### src/imf_pkg.sv
// ----------------------------------------------------------------------------
// imf_pkg
// Shared types and codes for the inverter mode and fault controller.
// ----------------------------------------------------------------------------
package imf_pkg;

  localparam int MODE_W  = 3;
  localparam int CMD_W   = 3;
  localparam int CTL_W   = 3;
  localparam int IDX_W   = 8;
  localparam int FLAGS_W = 8;
  localparam int EVT_W   = 16;
  localparam int TICK_W  = 17;
  localparam int HOLD_W  = 16;
  localparam int CFG_IDX_W  = 2;
  localparam int CFG_DATA_W = 16;

  localparam logic [MODE_W-1:0] MODE_INIT     = 3'd0;
  localparam logic [MODE_W-1:0] MODE_IDLE     = 3'd1;
  localparam logic [MODE_W-1:0] MODE_START    = 3'd2;
  localparam logic [MODE_W-1:0] MODE_RUN      = 3'd3;
  localparam logic [MODE_W-1:0] MODE_SHUTDOWN = 3'd4;

  localparam logic [CMD_W-1:0] CMD_TICK      = 3'd0;
  localparam logic [CMD_W-1:0] CMD_CONTROL   = 3'd1;
  localparam logic [CMD_W-1:0] CMD_SET_FAULT = 3'd2;
  localparam logic [CMD_W-1:0] CMD_CLR_FAULT = 3'd3;
  localparam logic [CMD_W-1:0] CMD_CLR_ALL   = 3'd4;

  localparam logic [CTL_W-1:0] CTL_NONE     = 3'd0;
  localparam logic [CTL_W-1:0] CTL_START    = 3'd1;
  localparam logic [CTL_W-1:0] CTL_STOP     = 3'd2;
  localparam logic [CTL_W-1:0] CTL_SHUTDOWN = 3'd3;
  localparam logic [CTL_W-1:0] CTL_RECOVER  = 3'd4;

  localparam logic [CFG_IDX_W-1:0] REG_FAULT_MASK = 2'd0;
  localparam logic [CFG_IDX_W-1:0] REG_INIT_HOLD  = 2'd1;
  localparam logic [CFG_IDX_W-1:0] REG_START_HOLD = 2'd2;

  localparam logic [FLAGS_W-1:0] FAULT_MASK_RST = 8'hFF;
  localparam logic [HOLD_W-1:0]  INIT_HOLD_RST  = 16'd100;
  localparam logic [HOLD_W-1:0]  START_HOLD_RST = 16'd50;
  localparam logic [TICK_W-1:0]  TICKS_MAX      = 17'h1FFFF;

  typedef struct packed {
    logic [CMD_W-1:0] command;
    logic [CTL_W-1:0] control_cmd;
    logic [IDX_W-1:0] fault_index;
  } imf_item_t;

  typedef struct packed {
    logic [FLAGS_W-1:0] fault_enable_mask;
    logic [HOLD_W-1:0]  init_hold_ticks;
    logic [HOLD_W-1:0]  start_hold_ticks;
  } imf_cfg_t;

  typedef struct packed {
    logic [MODE_W-1:0]  mode;
    logic [MODE_W-1:0]  prior_mode;
    logic               fault_active;
    logic [FLAGS_W-1:0] fault_flags;
    logic [EVT_W-1:0]   fault_events;
    logic               running;
    logic [TICK_W-1:0]  ticks_in_mode;
  } imf_status_t;

  // Target mode of one control command; equal to the current mode when
  // the command causes no move.
  function automatic logic [MODE_W-1:0] ctl_target(input logic [MODE_W-1:0] mode,
                                                   input logic [CTL_W-1:0]  ctl,
                                                   input logic              flt);
    logic [MODE_W-1:0] tgt;
    tgt = mode;
    unique case (mode) inside
      MODE_INIT: begin
        if (ctl == CTL_NONE && !flt) tgt = MODE_IDLE;
      end
      MODE_IDLE: begin
        if (ctl == CTL_START) begin
          if (!flt) tgt = MODE_START;
        end else if (ctl == CTL_SHUTDOWN || flt) begin
          tgt = MODE_SHUTDOWN;
        end
      end
      MODE_START, MODE_RUN: begin
        if (ctl == CTL_STOP || ctl == CTL_SHUTDOWN || flt) tgt = MODE_SHUTDOWN;
      end
      MODE_SHUTDOWN: begin
        if (ctl == CTL_RECOVER) tgt = MODE_RUN;
        else if (ctl == CTL_START) tgt = MODE_START;
      end
      default: tgt = mode;
    endcase
    return tgt;
  endfunction

endpackage

### src/inverter_mode_fault_fsm_core.sv
// ----------------------------------------------------------------------------
// inverter_mode_fault_fsm_core
// Inverter mode controller with fault flags, one status word per event.
// ----------------------------------------------------------------------------
// Each accepted event word produces exactly one status word, reporting the
// state after that event. An event passes through an input register and the
// state update logic into the output register, so the block sustains one
// word per cycle while the output is not stalled. Output stall backs up
// through the input register. Configuration writes take effect at once and
// are meant to be made while no event is in flight.
module inverter_mode_fault_fsm_core #(
  parameter int FAULT_COUNT = 8
) (
  input  logic                            clk,
  input  logic                            rst_n,
  input  logic                            cfg_we,
  input  logic [imf_pkg::CFG_IDX_W-1:0]   cfg_index,
  input  logic [imf_pkg::CFG_DATA_W-1:0]  cfg_data,
  input  logic                            in_valid,
  output logic                            in_stall,
  input  logic [imf_pkg::CMD_W-1:0]       in_command,
  input  logic [imf_pkg::CTL_W-1:0]       in_control_cmd,
  input  logic [imf_pkg::IDX_W-1:0]       in_fault_index,
  output logic                            out_valid,
  input  logic                            out_stall,
  output logic [imf_pkg::MODE_W-1:0]      out_mode,
  output logic [imf_pkg::MODE_W-1:0]      out_prior_mode,
  output logic                            out_fault_active,
  output logic [imf_pkg::FLAGS_W-1:0]     out_fault_flags,
  output logic [imf_pkg::EVT_W-1:0]       out_fault_events,
  output logic                            out_running,
  output logic [imf_pkg::TICK_W-1:0]      out_ticks_in_mode
);
  import imf_pkg::*;

  imf_cfg_t    cfg_r;
  imf_item_t   in_item, s1_item;
  imf_status_t status_nxt, status_r;
  logic        s1_valid, advance;
  logic        out_valid_r, out_valid_nxt;

  always_ff @(posedge clk) begin
    if (!rst_n) begin
      cfg_r.fault_enable_mask <= FAULT_MASK_RST;
      cfg_r.init_hold_ticks   <= INIT_HOLD_RST;
      cfg_r.start_hold_ticks  <= START_HOLD_RST;
    end else if (cfg_we) begin
      unique case (cfg_index)
        REG_FAULT_MASK: cfg_r.fault_enable_mask <= cfg_data[FLAGS_W-1:0];
        REG_INIT_HOLD:  cfg_r.init_hold_ticks   <= cfg_data[HOLD_W-1:0];
        REG_START_HOLD: cfg_r.start_hold_ticks  <= cfg_data[HOLD_W-1:0];
        default: ;
      endcase
    end
  end

  assign in_item.command     = in_command;
  assign in_item.control_cmd = in_control_cmd;
  assign in_item.fault_index = in_fault_index;

  // The queued word moves on when the output register is empty or its
  // word is being taken.
  assign advance = s1_valid && (!out_valid_r || !out_stall);

  imf_in_reg u_in_reg (
    .clk      (clk),
    .rst_n    (rst_n),
    .in_valid (in_valid),
    .in_stall (in_stall),
    .in_item  (in_item),
    .advance  (advance),
    .s1_valid (s1_valid),
    .s1_item  (s1_item)
  );

  imf_core #(
    .FAULT_COUNT (FAULT_COUNT)
  ) u_core (
    .clk        (clk),
    .rst_n      (rst_n),
    .commit     (advance),
    .item       (s1_item),
    .cfg        (cfg_r),
    .status_nxt (status_nxt)
  );

  assign out_valid_nxt = advance ? 1'b1 : ((out_valid_r && out_stall) ? 1'b1 : 1'b0);

  always_ff @(posedge clk) begin
    if (!rst_n) begin
      out_valid_r <= 1'b0;
    end else begin
      out_valid_r <= out_valid_nxt;
    end
  end

  always_ff @(posedge clk) begin
    if (advance) begin
      status_r <= status_nxt;
    end
  end

  assign out_valid         = out_valid_r;
  assign out_mode          = status_r.mode;
  assign out_prior_mode    = status_r.prior_mode;
  assign out_fault_active  = status_r.fault_active;
  assign out_fault_flags   = status_r.fault_flags;
  assign out_fault_events  = status_r.fault_events;
  assign out_running       = status_r.running;
  assign out_ticks_in_mode = status_r.ticks_in_mode;

endmodule

### src/imf_in_reg.sv
// ----------------------------------------------------------------------------
// imf_in_reg
// Input register stage: holds one accepted word until the core takes it.
// ----------------------------------------------------------------------------
module imf_in_reg (
  input  logic               clk,
  input  logic               rst_n,
  input  logic               in_valid,
  output logic               in_stall,
  input  imf_pkg::imf_item_t in_item,
  input  logic               advance,
  output logic               s1_valid,
  output imf_pkg::imf_item_t s1_item
);
  import imf_pkg::*;

  logic      valid_r, valid_nxt;
  imf_item_t item_r;
  logic      load;

  // The stage can take a word whenever it is empty or is handing its
  // word on in this same cycle.
  assign in_stall  = valid_r && !advance;
  assign load      = in_valid && !in_stall;
  assign valid_nxt = load ? 1'b1 : (advance ? 1'b0 : valid_r);

  always_ff @(posedge clk) begin
    if (!rst_n) begin
      valid_r <= 1'b0;
    end else begin
      valid_r <= valid_nxt;
    end
  end

  always_ff @(posedge clk) begin
    if (load) begin
      item_r <= in_item;
    end
  end

  assign s1_valid = valid_r;
  assign s1_item  = item_r;

endmodule

### src/imf_core.sv
// ----------------------------------------------------------------------------
// imf_core
// Mode state machine, tick counter, fault flags and fault event counter.
// ----------------------------------------------------------------------------
module imf_core #(
  parameter int FAULT_COUNT = 8
) (
  input  logic                 clk,
  input  logic                 rst_n,
  input  logic                 commit,
  input  imf_pkg::imf_item_t   item,
  input  imf_pkg::imf_cfg_t    cfg,
  output imf_pkg::imf_status_t status_nxt
);
  import imf_pkg::*;

  logic [MODE_W-1:0]      mode_r, mode_nxt;
  logic [MODE_W-1:0]      prior_r, prior_nxt;
  logic [TICK_W-1:0]      ticks_r, ticks_nxt;
  logic [FAULT_COUNT-1:0] fault_r, fault_nxt;
  logic [EVT_W-1:0]       events_r, events_nxt;

  logic [FLAGS_W-1:0] flags_cur, flags_new;
  logic               flt_cur;
  logic               idx_ok;
  logic [TICK_W-1:0]  ticks_inc;
  logic [TICK_W-1:0]  ticks_keep;
  logic [MODE_W-1:0]  target;

  // Only the low eight flags are visible and can be enabled.
  for (genvar i = 0; i < FLAGS_W; i++) begin : g_lo
    if (i < FAULT_COUNT) begin : g_on
      assign flags_cur[i] = fault_r[i];
      assign flags_new[i] = fault_nxt[i];
    end else begin : g_off
      assign flags_cur[i] = 1'b0;
      assign flags_new[i] = 1'b0;
    end
  end

  assign flt_cur   = |(flags_cur & cfg.fault_enable_mask);
  assign idx_ok    = item.fault_index < IDX_W'(FAULT_COUNT);
  assign ticks_inc = (ticks_r != TICKS_MAX) ? ticks_r + TICK_W'(1) : ticks_r;

  always_comb begin
    target     = mode_r;
    ticks_keep = ticks_r;
    fault_nxt  = fault_r;
    events_nxt = events_r;
    unique case (item.command)
      CMD_TICK: begin
        ticks_keep = ticks_inc;
        if (mode_r == MODE_INIT) begin
          if (ticks_inc > {1'b0, cfg.init_hold_ticks})
            target = ctl_target(mode_r, CTL_NONE, flt_cur);
        end else if (mode_r == MODE_START) begin
          if (ticks_inc > {1'b0, cfg.start_hold_ticks}) target = MODE_RUN;
        end
      end
      CMD_CONTROL: target = ctl_target(mode_r, item.control_cmd, flt_cur);
      CMD_SET_FAULT: begin
        if (idx_ok) begin
          for (int i = 0; i < FAULT_COUNT; i++) begin
            if (item.fault_index == IDX_W'(i)) fault_nxt[i] = 1'b1;
          end
          events_nxt = events_r + EVT_W'(1);
        end
      end
      CMD_CLR_FAULT: begin
        if (idx_ok) begin
          for (int i = 0; i < FAULT_COUNT; i++) begin
            if (item.fault_index == IDX_W'(i)) fault_nxt[i] = 1'b0;
          end
        end
      end
      CMD_CLR_ALL: fault_nxt = '0;
      default: ;
    endcase
  end

  // A move to the mode already held changes nothing.
  always_comb begin
    if (target != mode_r) begin
      mode_nxt  = target;
      prior_nxt = mode_r;
      ticks_nxt = '0;
    end else begin
      mode_nxt  = mode_r;
      prior_nxt = prior_r;
      ticks_nxt = ticks_keep;
    end
  end

  always_ff @(posedge clk) begin
    if (!rst_n) begin
      mode_r   <= MODE_INIT;
      prior_r  <= MODE_INIT;
      ticks_r  <= '0;
      fault_r  <= '0;
      events_r <= '0;
    end else if (commit) begin
      mode_r   <= mode_nxt;
      prior_r  <= prior_nxt;
      ticks_r  <= ticks_nxt;
      fault_r  <= fault_nxt;
      events_r <= events_nxt;
    end
  end

  always_comb begin
    status_nxt.mode          = mode_nxt;
    status_nxt.prior_mode    = prior_nxt;
    status_nxt.fault_active  = |(flags_new & cfg.fault_enable_mask);
    status_nxt.fault_flags   = flags_new;
    status_nxt.fault_events  = events_nxt;
    status_nxt.running       = (mode_nxt == MODE_RUN);
    status_nxt.ticks_in_mode = ticks_nxt;
  end

endmodule

### config.mk
export PLATFORM = sky130hd
export DESIGN_NAME = inverter_mode_fault_fsm_core
export DESIGN_NICKNAME = d
export VERILOG_FILES = /design/src/imf_pkg.sv /design/src/inverter_mode_fault_fsm_core.sv /design/src/imf_in_reg.sv /design/src/imf_core.sv
export SDC_FILE = /design/constraint.sdc
export NUM_CORES = 1
export LEC_CHECK = 0
export ABC_AREA = 1
export BUFFER_PORTS_ARGS = -buffer_cell sky130_fd_sc_hd__buf_2
export CAP_MARGIN = 20
export CELL_PAD_IN_SITES_DETAIL_PLACEMENT = 0
export CELL_PAD_IN_SITES_GLOBAL_PLACEMENT = 1
export CORE_UTILIZATION = 41
export DETAILED_ROUTE_END_ITERATION = 16
export PLACE_DENSITY_LB_ADDON = 0.1
export SLEW_MARGIN = 10
export SYNTH_ARGS = -nofsm -noshare
export SYNTH_HDL_FRONTEND = slang
export SYNTH_HIERARCHICAL = 1
export SYNTH_SLANG_ARGS = --single-unit
### constraint.sdc
create_clock -name clk -period 4.9 [get_ports clk]
set_clock_uncertainty 0.15 [all_clocks]
set_input_delay 0.245 -clock clk [delete_from_list [all_inputs] [get_ports clk]]
set_output_delay 0.245 -clock clk [all_outputs]
set_load 0.05 [all_outputs]
# After elaboration in Yosys (flattened, before gate mapping)
# Cells that the tools add are included.
# totals
regBits	152
in_bits	37
elab_cells	121
# classes
eq_ne	24
n_lt_le_gt_ge	3
bitwise_logic	2
reduce_logical	26
addsub	2
mux	44
# ops
cell	count
two-way mux 17 bit	3
two-way mux 3 bit	14
> comparator 17 x 16 -> 1 bit	2
equality test 8 x 3 -> 1 bit (second input constant)	4
two-way mux 16 bit	2
one-hot mux 8 bit (3 select lines)	1
equality test 3 x 2 -> 1 bit (second input constant)	7
two-way mux 1 bit	20
adder 17 x 1 -> 17 bit (second input constant)	1
inequality test 17 bit (second input constant)	1
adder 16 x 1 -> 16 bit (second input constant)	1
AND 8 bit	2
equality test 8 x 2 -> 1 bit (second input constant)	2
two-way mux 8 bit	2
OR reduction 8 bit	2
one-hot mux 3 bit (4 select lines)	1
equality test 3 x 1 -> 1 bit (second input constant)	3
equality test 3 bit (second input constant)	3
logical NOT 3 bit	3
equality test 8 x 1 -> 1 bit (second input constant)	1
logical NOT 8 bit	1
less-than comparator 8 x 4 -> 1 bit (second input constant)	1
one-hot mux 3 bit (2 select lines)	1
AND reduction 2 bit	3
9 further kinds	20

# Depth between registers and ports, before layout
# Gate-level depths: netlist of run 1.
# logic_depth
depth_word	10
mapped_depth	26
mapped_depth_nobuf	26

# Cells and area by module
# The synthesis of run 1 kept the hierarchy.
# by_module_without_submodules
module	area_each_um2	cells_per_inst	n_inst
imf_core	4583.1	749	1
inverter_mode_fault_fsm_core	3103.0	287	1
imf_in_reg	470.5	22	1

# Worst setup path after synthesis of run 1
# Ideal clock, no wire load.
# synth_path
path_kind	reg2reg
startpoint	register out_valid_r, in the netlist out_valid
endpoint	register u_in_reg.item_r, in the netlist u_in_reg/s1_item[0], enable pin
n_path_buf	0
stages_incl_launch_ff	6
synth_period_minus_slack_ns	4.746
arrival_ns	4.211
required_time_ns	4.366
slack_ns	0.154
setup_ns	0.384
cell_sequence	dfxtp_1 -> a21oi_1 -> inv_1 -> nand2_2 -> inv_2 -> nor2_1
# synth_between
elab_chain_len	7
# synth_lines
item	line	text
start, declared	inverter_mode_fault_fsm_core.sv:40	logic out_valid_r, out_valid_nxt;
start signal, assigned	inverter_mode_fault_fsm_core.sv:93	out_valid_r <= out_valid_nxt;
logical NOT 1 bit	inverter_mode_fault_fsm_core.sv:63	assign advance = s1_valid && (!out_valid_r || !out_stall);
logical OR 1 bit	inverter_mode_fault_fsm_core.sv:63	
logical AND 1 bit	inverter_mode_fault_fsm_core.sv:63	
net advance	inverter_mode_fault_fsm_core.sv:39	logic s1_valid, advance;
logical NOT 1 bit	imf_in_reg.sv:23	assign in_stall = valid_r && !advance;
logical AND 1 bit	imf_in_reg.sv:23	
net in_stall	inverter_mode_fault_fsm_core.sv:20	output logic in_stall,
logical NOT 1 bit	imf_in_reg.sv:24	assign load = in_valid && !in_stall;
logical AND 1 bit	imf_in_reg.sv:24	
net u_in_reg.load	imf_in_reg.sv:19	logic load;
end signal, assigned	imf_in_reg.sv:37	item_r <= in_item;
end, declared	imf_in_reg.sv:18	imf_item_t item_r;
# The timed path passes the listed nets, and every way through them passes these cells.
# A chain may end at the register's enable or synchronous reset.

# Final worst setup path of run 1
# layout_path
startpoint	register u_core.ticks_r[0]
endpoint	register u_core.ticks_r[0]
# layout_between
elab_chain_len	9
elab_cells_between_ends	13
cone_classes	1 x add/sub; 2 x order compare; 2 x eq/ne; 8 x mux
# layout_lines
item	line	text
start, declared	imf_core.sv:19	logic [TICK_W-1:0] ticks_r, ticks_nxt;
start signal, assigned	imf_core.sv:104	ticks_r <= ticks_nxt;
adder 17 x 1 -> 17 bit / inequality test 17 bit (equally long branches)	imf_core.sv:43	assign ticks_inc = (ticks_r != TICKS_MAX) ? ticks_r + TICK_W'(1) : ticks_r;
two-way mux 17 bit	imf_core.sv:43	
> comparator 17 x 16 -> 1 bit	imf_core.sv:57	if (ticks_inc > {1'b0, cfg.start_hold_ticks}) target = MODE_RUN;
two-way mux 3 bit	imf_core.sv:57	
two-way mux 3 bit	imf_core.sv:56	end else if (mode_r == MODE_START) begin
two-way mux 3 bit	imf_core.sv:53	if (mode_r == MODE_INIT) begin
one-hot mux 3 bit (2 select lines)	imf_core.sv:50	unique case (item.command)
inequality test 3 bit	imf_core.sv:83	if (target != mode_r) begin
two-way mux 17 bit *	imf_core.sv:83	
# Every way passes the cells marked *; elsewhere a longest branch is shown, timed or not.

==> run metrics, run 1 <==
Placed Area 8821 µm²; Hold Violations, Final 0; busiest grt layer met2; Starting DRT DRC Count 359; final hold slack 48.11 ps; Synth Area in Simple Gates 0.2617; critical path peak fanout 19; crit path time final 3891 ps; R2R Path Start u_core/ticks_r[0]; Ys Warns 6; number of synthesized flops with an enable pin 63; Arr. time, crit path 4080 ps; routed len/inst 13.02 µm; largest net degree at the start of global routing 78; adder-cell share of the synthesized area 0.05216; Yosys cell types 38; r2r setup slk 1010 ps; DIE HEIGHT 143.0 µm; Clock transition at path regs 60 ps; Port Buf Inserts 87; status finished clean; fmax 0.2570 GHz; DIE WIDTH 143.0 µm; drt pass-1 iters 5; hold endpoint cfg_r[18]; delay of the slowest critical-path stage 430 ps; CP delay by family, top simple AND/OR/NAND/NOR gates; GRT overflow 0; hold crit path type input pin to flip-flop; top-count cell post-synth nand2_1; layout cell share with drive strength beyond 1 0.1492; top cell type's share of synthesized area 0.2319; CTS root buf clkbuf_16; Syn Area/Cell 7.709 µm²; Buf+Inv Stages, Crit Path 2; I/O pin count 88; required time of the worst setup path 5090 ps; Worst-Margin Slew 831.2 ps; Area contributors post-synth edfxtp_1 23%, dfxtp_1 22%, nand2_1 11%; number of global-route vias before repair 6495; total power 3.314 mW; post-CTS setup buffers 0; routed vias 6694; number of fill cells 1950; DRT Wirelength 18890 µm; Syn Std Cell Area 8157 µm²; Num CTS Buffers 17; Worst R2R End u_core/ticks_r[0]; endpoints failing setup 0; combinational family with the most area after synthesis simple AND/OR/NAND/NOR gates; list of most frequent post-synthesis cells 237 x nand2_1, 186 x inv_1, 111 x nor2_1, 89 x dfxtp_1, 67 x nand3_1; # diodes 0; leak pwr 4.743 nW; r2r worst-path depth 25; clk buf depth 2; startpoint types flip-flop; global-route wire length before repair 31540 µm; Maximum Capacitance Violations 0; CTS tree done; GR met3 Demand/Resource 0.04427; Total Routing Usage GR 0.1981; total core area 19460 µm²; crit path max-delay cell type dfxtp_1; setup TNS 0 ps; Critical path origin u_core/ticks_r[0]; RSZ-0062 raised after global routing false; Syn Inst Count 1058; multi-input gate area in the final layout 3613 µm²; cts hold-fix bufs 32; Clk Latency, worst-skew pair 420 ps; # rows 51; Peak VDD IR 0.0002272 V; Routed Antenna Nets 0; count of state elements after synthesis 152; Synth Area in XOR/XNOR 0.02577; post-DP HPWL 13550 µm; async set-reset flop share out of synthesis 0; Global Route met2 Usage 0.3212; crit share post-route 0.7942; WHS Path Cells 4; initial antenna violation count 0; post-cts sizing count 0; area leader, netlist edfxtp_1; multiplexer share of the synthesized area 0; pwr/cell area 341.8 nW/µm²; Clock Sinks 152; Final Cell Area 9697 µm²; cell repeated most along the worst path nand2_1; register area share after synthesis 0.4504; top_reg_cell synth dfxtp_1; post-DR vias/cell 4.613; H-tree depth 4; Post-Route Utilization 0.4982; Area Overhead vs Synth 18.88%; Hold Crit Start cfg_index[1]; Crit. End Element flip-flop; routability cong. 0.8468; initial core utilization 0.4191; Synth Area in Compound Gates 0.1020; GR Util met1 0.2552; Crit Path Class flip-flop to flip-flop; final-report max-slew violation count 0; Die Area 20460 µm²; fin nets 1244; storage element area 3674 µm²; DRC 0; Mapped Nets 1129; Slew headroom 0.4459
-- sequential cells by signal, indices dropped and copies added, names as in the netlist --
register,cells
u_core/mode_r,3
out_ticks_in_mode,17
u_core/events_r,16
u_core/prior_r,3
out_fault_events,16
u_in_reg/s1_valid,1
out_prior_mode,3
cfg_r,40
out_fault_flags,8
out_valid,1
u_core/fault_r,8
out_running,1
out_fault_active,1
out_mode,3
u_in_reg/s1_item,14
u_core/ticks_r,17
-- worst register-to-register path, stage by stage, from the launching register on --
cell and delay, ps:
dfxtp_1 430, ha_1 210, inv_1 70, nor2_2 190
nand2_2 110, nor2_4 180, nand2_2 240, nand3_1 180
nor2_1 60, xor2_1 350, ha_1 330, nand2_1 70
nand2_1 50, nand2_1 50, nand2_1 50, nor2_1 110
nand2_1 60, nand2_1 50, nand2_1 40, nand2_1 110
nand3_2 110, nand3_4 100, nand2_4 70, inv_6 200
nand2_1 100, a21oi_1 140
-- logic make-up after synthesis --
| logic type | count (synthesis) |
|---|---|
| AOI/OAI and AO/OA | 150 |
| xor gates and xnor gates | 24 |
| adders and majority gates | 34 |
| buffers and inverters | 219 |
| DFF | 152 |
| and+or+nand+nor | 479 |
-- stage by stage --
stage	cells	worst slack (ps)
floorplan	1058	154.1
global placement	1385	1121
detailed placement	1386	1032
CTS	1450	1001
global route	1451	522.7
finish	1451	1009
-- metal layers --
| metal | share of wire | vias up |
|---|---|---|
| met2 | 0.45 | 118 |
| met5 | 0 | - |
| met1 | 0.49 | 2954 |
| li1 | - | 3592 |
| met3 | 0.035 | 30 |
| met4 | 0.026 | 0 |
-- power breakdown --
part	internal, mW	switching (mW)
combinational	0.195	0.430
sequential	1.42	0.0588
clock	0.666	0.544
-- worst max-delay path by stage --
stage / depth (start not counted) / endpoint / slack (ps)
global route: 25 / u_core/ticks_r[14] / 520
CTS: 25 / u_core/ticks_r[14] / 1000
finish: 25 / u_core/ticks_r[0] / 1010
floorplan: 5 / u_in_reg/s1_item[0] / 150
detailed placement: 25 / u_core/ticks_r[11] / 1030
global placement: 25 / u_core/ticks_r[1] / 1120
-- cell usage in the layout (no fill, tap or decap), types with 10 or more instances in the layout --
master	n
a21oi_1	52
nand2_1	237
buf_2	87
o21ai_0	65
dfxtp_1	89
xor2_1	23
inv_1	186
nand2_4	11
dlygate4sd3_1	32
clkbuf_16	17
nand3_1	67
nor2_1	111
o21bai_1	10
edfxtp_1	63
a21oi_2	10
ha_1	34
-- cell type report --
type                       count  area share
clock buffer                  19     0.04568
clock inverter                13     0.01006
inverter                     189     0.07368
multi-input combinational    687      0.3726
sequential                   152      0.3788
tap                          265     0.03419
timing repair buffer         126     0.08490
No activity file was read; power rests on OpenSTA's default activity.
==> run 2: changes to the inputs <==
Settings changed: CORE_UTILIZATION 41 to 40.
Clock period 4.9 ns to 3.2 ns, I/O delays scaled along.
==> run 2 against run 1 <==
Compared with the run above:
- the flow now finishes with violations (negative setup slack)
- flip-flop and latch count is the same
- die area rose by 2.5%
- design area rose by 7.7%
- core utilization increased by 3.1 points
- hold slack improved by 170 ps
- wire length is 4.8% higher
- final cell count up 3.7%
- register-to-register slack worse by 1000 ps
- highest routed layer unchanged
==> run metrics, run 2 (synthesized netlist as in run 1, its figures left out) <==
hold endpoint u_core/prior_r[1] (was cfg_r[18]); Biggest register cfg_r (unchanged); Worst R2R End out_ticks_in_mode[3] (was u_core/ticks_r[0]); leak pwr 5.066 nW (was 4.743 nW); post-DR vias/cell 4.596 (was 4.613); Die Area 20970 µm² (was 20460 µm²); fmax 0.3103 GHz (was 0.2570 GHz); Worst-Margin Slew 784.7 ps (was 831.2 ps); total core area 19720 µm² (was 19460 µm²); Crit. End Element flip-flop (unchanged); Arr. time, crit path 3260 ps (was 4080 ps); Clk Latency, worst-skew pair 430 ps (was 420 ps); Hold Crit Start rst_n (was cfg_index[1]); Hold Violations, Final 0 (unchanged); routability cong. 0.8524 (was 0.8468); r2r worst-path depth 21 (was 25); Sw Pwr 1.675 mW (was 1.033 mW); DRC 0 (unchanged); delay of the slowest critical-path stage 360 ps (was 430 ps); Peak VDD IR 0.0004008 V (was 0.0002272 V); r2r setup slk -20 ps (was 1010 ps); required time of the worst setup path 3240 ps (was 5090 ps); sw frac 0.3158 (was 0.3116); Port Buf Inserts 87 (unchanged); Int Power 3.629 mW (was 2.281 mW); endpoints failing setup 16 (was 0); commonest non-fill, non-tap cell in the layout nand2_1 (unchanged); CTS tree done (unchanged); Critical Path, Cell by Cell buf_4 > nand3_1 > nor3_1 > buf_4 > nand3_1 > xor2_1 > nand2_1 > ha_1 > nand2_1 > nor2_1 > nand2_2 > nor3_2 > nand3_2 > nand2_2 > nand2_4 > nand3_4 > nand3_4 > nand2_8 > inv_12 > nand2_4 > inv_2; number of fill cells 1881 (was 1950); initial core utilization 0.4137 (was 0.4191); Maximum Capacitance Violations 0 (unchanged); # rows 51 (unchanged); drt pass-1 iters 5 (unchanged); fin nets 1297 (was 1244); DRT Wirelength 19800 µm (was 18890 µm); H-tree depth 4 (unchanged); final-report max-slew violation count 0 (unchanged); Num CTS Buffers 17 (unchanged); failing checks negative setup slack; startpoint types flip-flop (unchanged); routed len/inst 13.16 µm (was 13.02 µm); DIE HEIGHT 144.8 µm (was 143.0 µm); RSZ-0062 raised after global routing true (was false); number of global-route vias before repair 6479 (was 6495); Clock transition at path regs 60 ps (about the same); crit path time final 3223 ps (was 3891 ps); layout cell share with drive strength beyond 1 0.2316 (was 0.1492); WHS Path Cells 5 (was 4); crit share post-route 1.007 (was 0.7942); commonest non-fill, non-tap cells in the layout 225 x nand2_1, 170 x inv_1, 103 x nor2_1 (was 237 x nand2_1, 186 x inv_1, 111 x nor2_1); clock power share 0.365 (about the same); Total Routing Usage GR 0.2009 (was 0.1981); critical path peak fanout 8 (was 19); R2R Path Start u_core/ticks_r[0] (unchanged); post-DP HPWL 14110 µm (was 13550 µm); Routed Antenna Nets 0 (unchanged); CTS root buf clkbuf_16 (unchanged); global-route wire length before repair 32350 µm (was 31540 µm); Clock Sinks 152 (unchanged); status complete, but fails checks (was finished clean); Area Overhead vs Synth 28.06% (was 18.88%); hold crit path type input pin to flip-flop (unchanged); pwr/cell area 507.8 nW/µm² (was 341.8 nW/µm²); crit path max-delay cell type dfxtp_2 (was dfxtp_1); final hold slack 217.5 ps (was 48.11 ps); routed vias 6913 (was 6694); I/O pin count 88 (unchanged); PnR worst setup slack -22.55 ps (was 1009 ps); # diodes 0 (unchanged); Slew headroom 0.4769 (was 0.4459); clk buf depth 2 (unchanged); DIE WIDTH 144.8 µm (was 143.0 µm); max reg flops 40 (unchanged); Crit Path Class flip-flop to flip-flop (unchanged); combinational share of power 0.209 (was 0.189); initial antenna violation count 0 (unchanged); Seq pwr share 0.426 (was 0.446); dpl ws -253.4 ps (was 1032 ps); Starting DRT DRC Count 335 (was 359); GRT overflow 0 (unchanged); largest net degree at the start of global routing 93 (was 78)
[run 2: changes by cell type in the layout (fill, tap and decap cells not counted), sizes merged]
cell,previous run,this run
clkbuf,19,20
buf,94,143
inv,193,196
clkinv,6,3
dlygate4sd3,32,35
[run 2: final cells by class]
type | count | area, µm² | area share
Timing Repair inverter | 1 | 16.27 | 0.001557
Timing Repair Buffer | 178 | 1226 | 0.1174
Clock buffer | 20 | 467.9 | 0.04480
Inverter | 189 | 724.4 | 0.06936
Multi-Input combinational cell | 687 | 3899 | 0.3733
Tap cell | 265 | 331.6 | 0.03174
Clock inverter | 12 | 103.9 | 0.009943
Sequential cell | 152 | 3676 | 0.3519
[run 2: metal layers]
| metal | global-route usage | share of wire | up-vias |
|---|---|---|---|
| met5 | 0 | 0 | - |
| met4 | 0.07036 | 0.017 | 0 |
| met1 | 0.2632 | 0.49 | 3105 |
| met3 | 0.04080 | 0.030 | 22 |
| li1 | - | - | 3695 |
| met2 | 0.3274 | 0.46 | 91 |
[run 2: power by group through the flow]
| stage | sequential, mW | clock (mW) | combinational [mW] |
|---|---|---|---|
| floorplan | 2.45 | 0 | 0.558 |
| global placement | 2.30 | 0 | 0.988 |
| detailed placement | 2.30 | 0 | 0.992 |
| CTS | 2.26 | 1.99 | 1.07 |
| global route | 2.28 | 2.07 | 1.24 |
| finish | 2.26 | 1.94 | 1.11 |
[run 2: timing repair]
| item | CTS | global route |
|---|---|---|
| hold buffers | 35 | 0 |
| hold endpoints to repair | 56 | 0 |
| pin swaps | 9 | 15 |
| buffers inserted | 5 | 1 |
| gates resized for setup | 33 | 52 |
| setup endpoints to repair | 43 | 43 |
| gates cloned | 1 | 0 |
[run 2: how the worst max path moves through the flow]
| stage | from | endpoint | slack, ps | cells past startpoint |
|---|---|---|---|---|
| 2_1_floorplan | u_core/ticks_r[0] | out_ticks_in_mode[10] | 1 | 24 |
| 3_3_place_gp | u_core/ticks_r[0] | out_running | -250 | 24 |
| 3_5_place_dp | u_core/ticks_r[0] | out_ticks_in_mode[15] | -250 | 26 |
| 4_1_cts | u_core/ticks_r[4] | out_ticks_in_mode[0] | -40 | 20 |
| 5_1_grt | u_core/ticks_r[0] | out_ticks_in_mode[3] | -220 | 23 |
| 6_report | u_core/ticks_r[0] | out_ticks_in_mode[3] | -20 | 21 |
[run 2: worst max-delay path, delay by kind of cell, from the launching register on]
kind,cells,cell delay (ps)
AND/OR/NAND/NOR,15,1570
buffers and inverters,4,410
flip-flops,1,360
adder cells (fa/ha/maj),1,300
XOR/XNOR,1,200
[run 2: stage by stage]
| stage | utilization | total power [mW] | area [µm²] | TNS [ps] | std cells |
|---|---|---|---|---|---|
| 2_1_floorplan | - | 3.004 | 8173 | 0 | 1058 |
| 3_3_place_gp | 0.4650 | 3.288 | 9169 | -7823 | 1431 |
| 3_5_place_dp | 0.4650 | 3.291 | 9169 | -8276 | 1431 |
| 4_1_cts | 0.5207 | 5.318 | 10270 | -491.6 | 1504 |
| 5_1_grt | 0.5297 | 5.590 | 10450 | -7319 | 1504 |
| 6_report | 0.5297 | 5.304 | 10450 | -176.4 | 1504 |
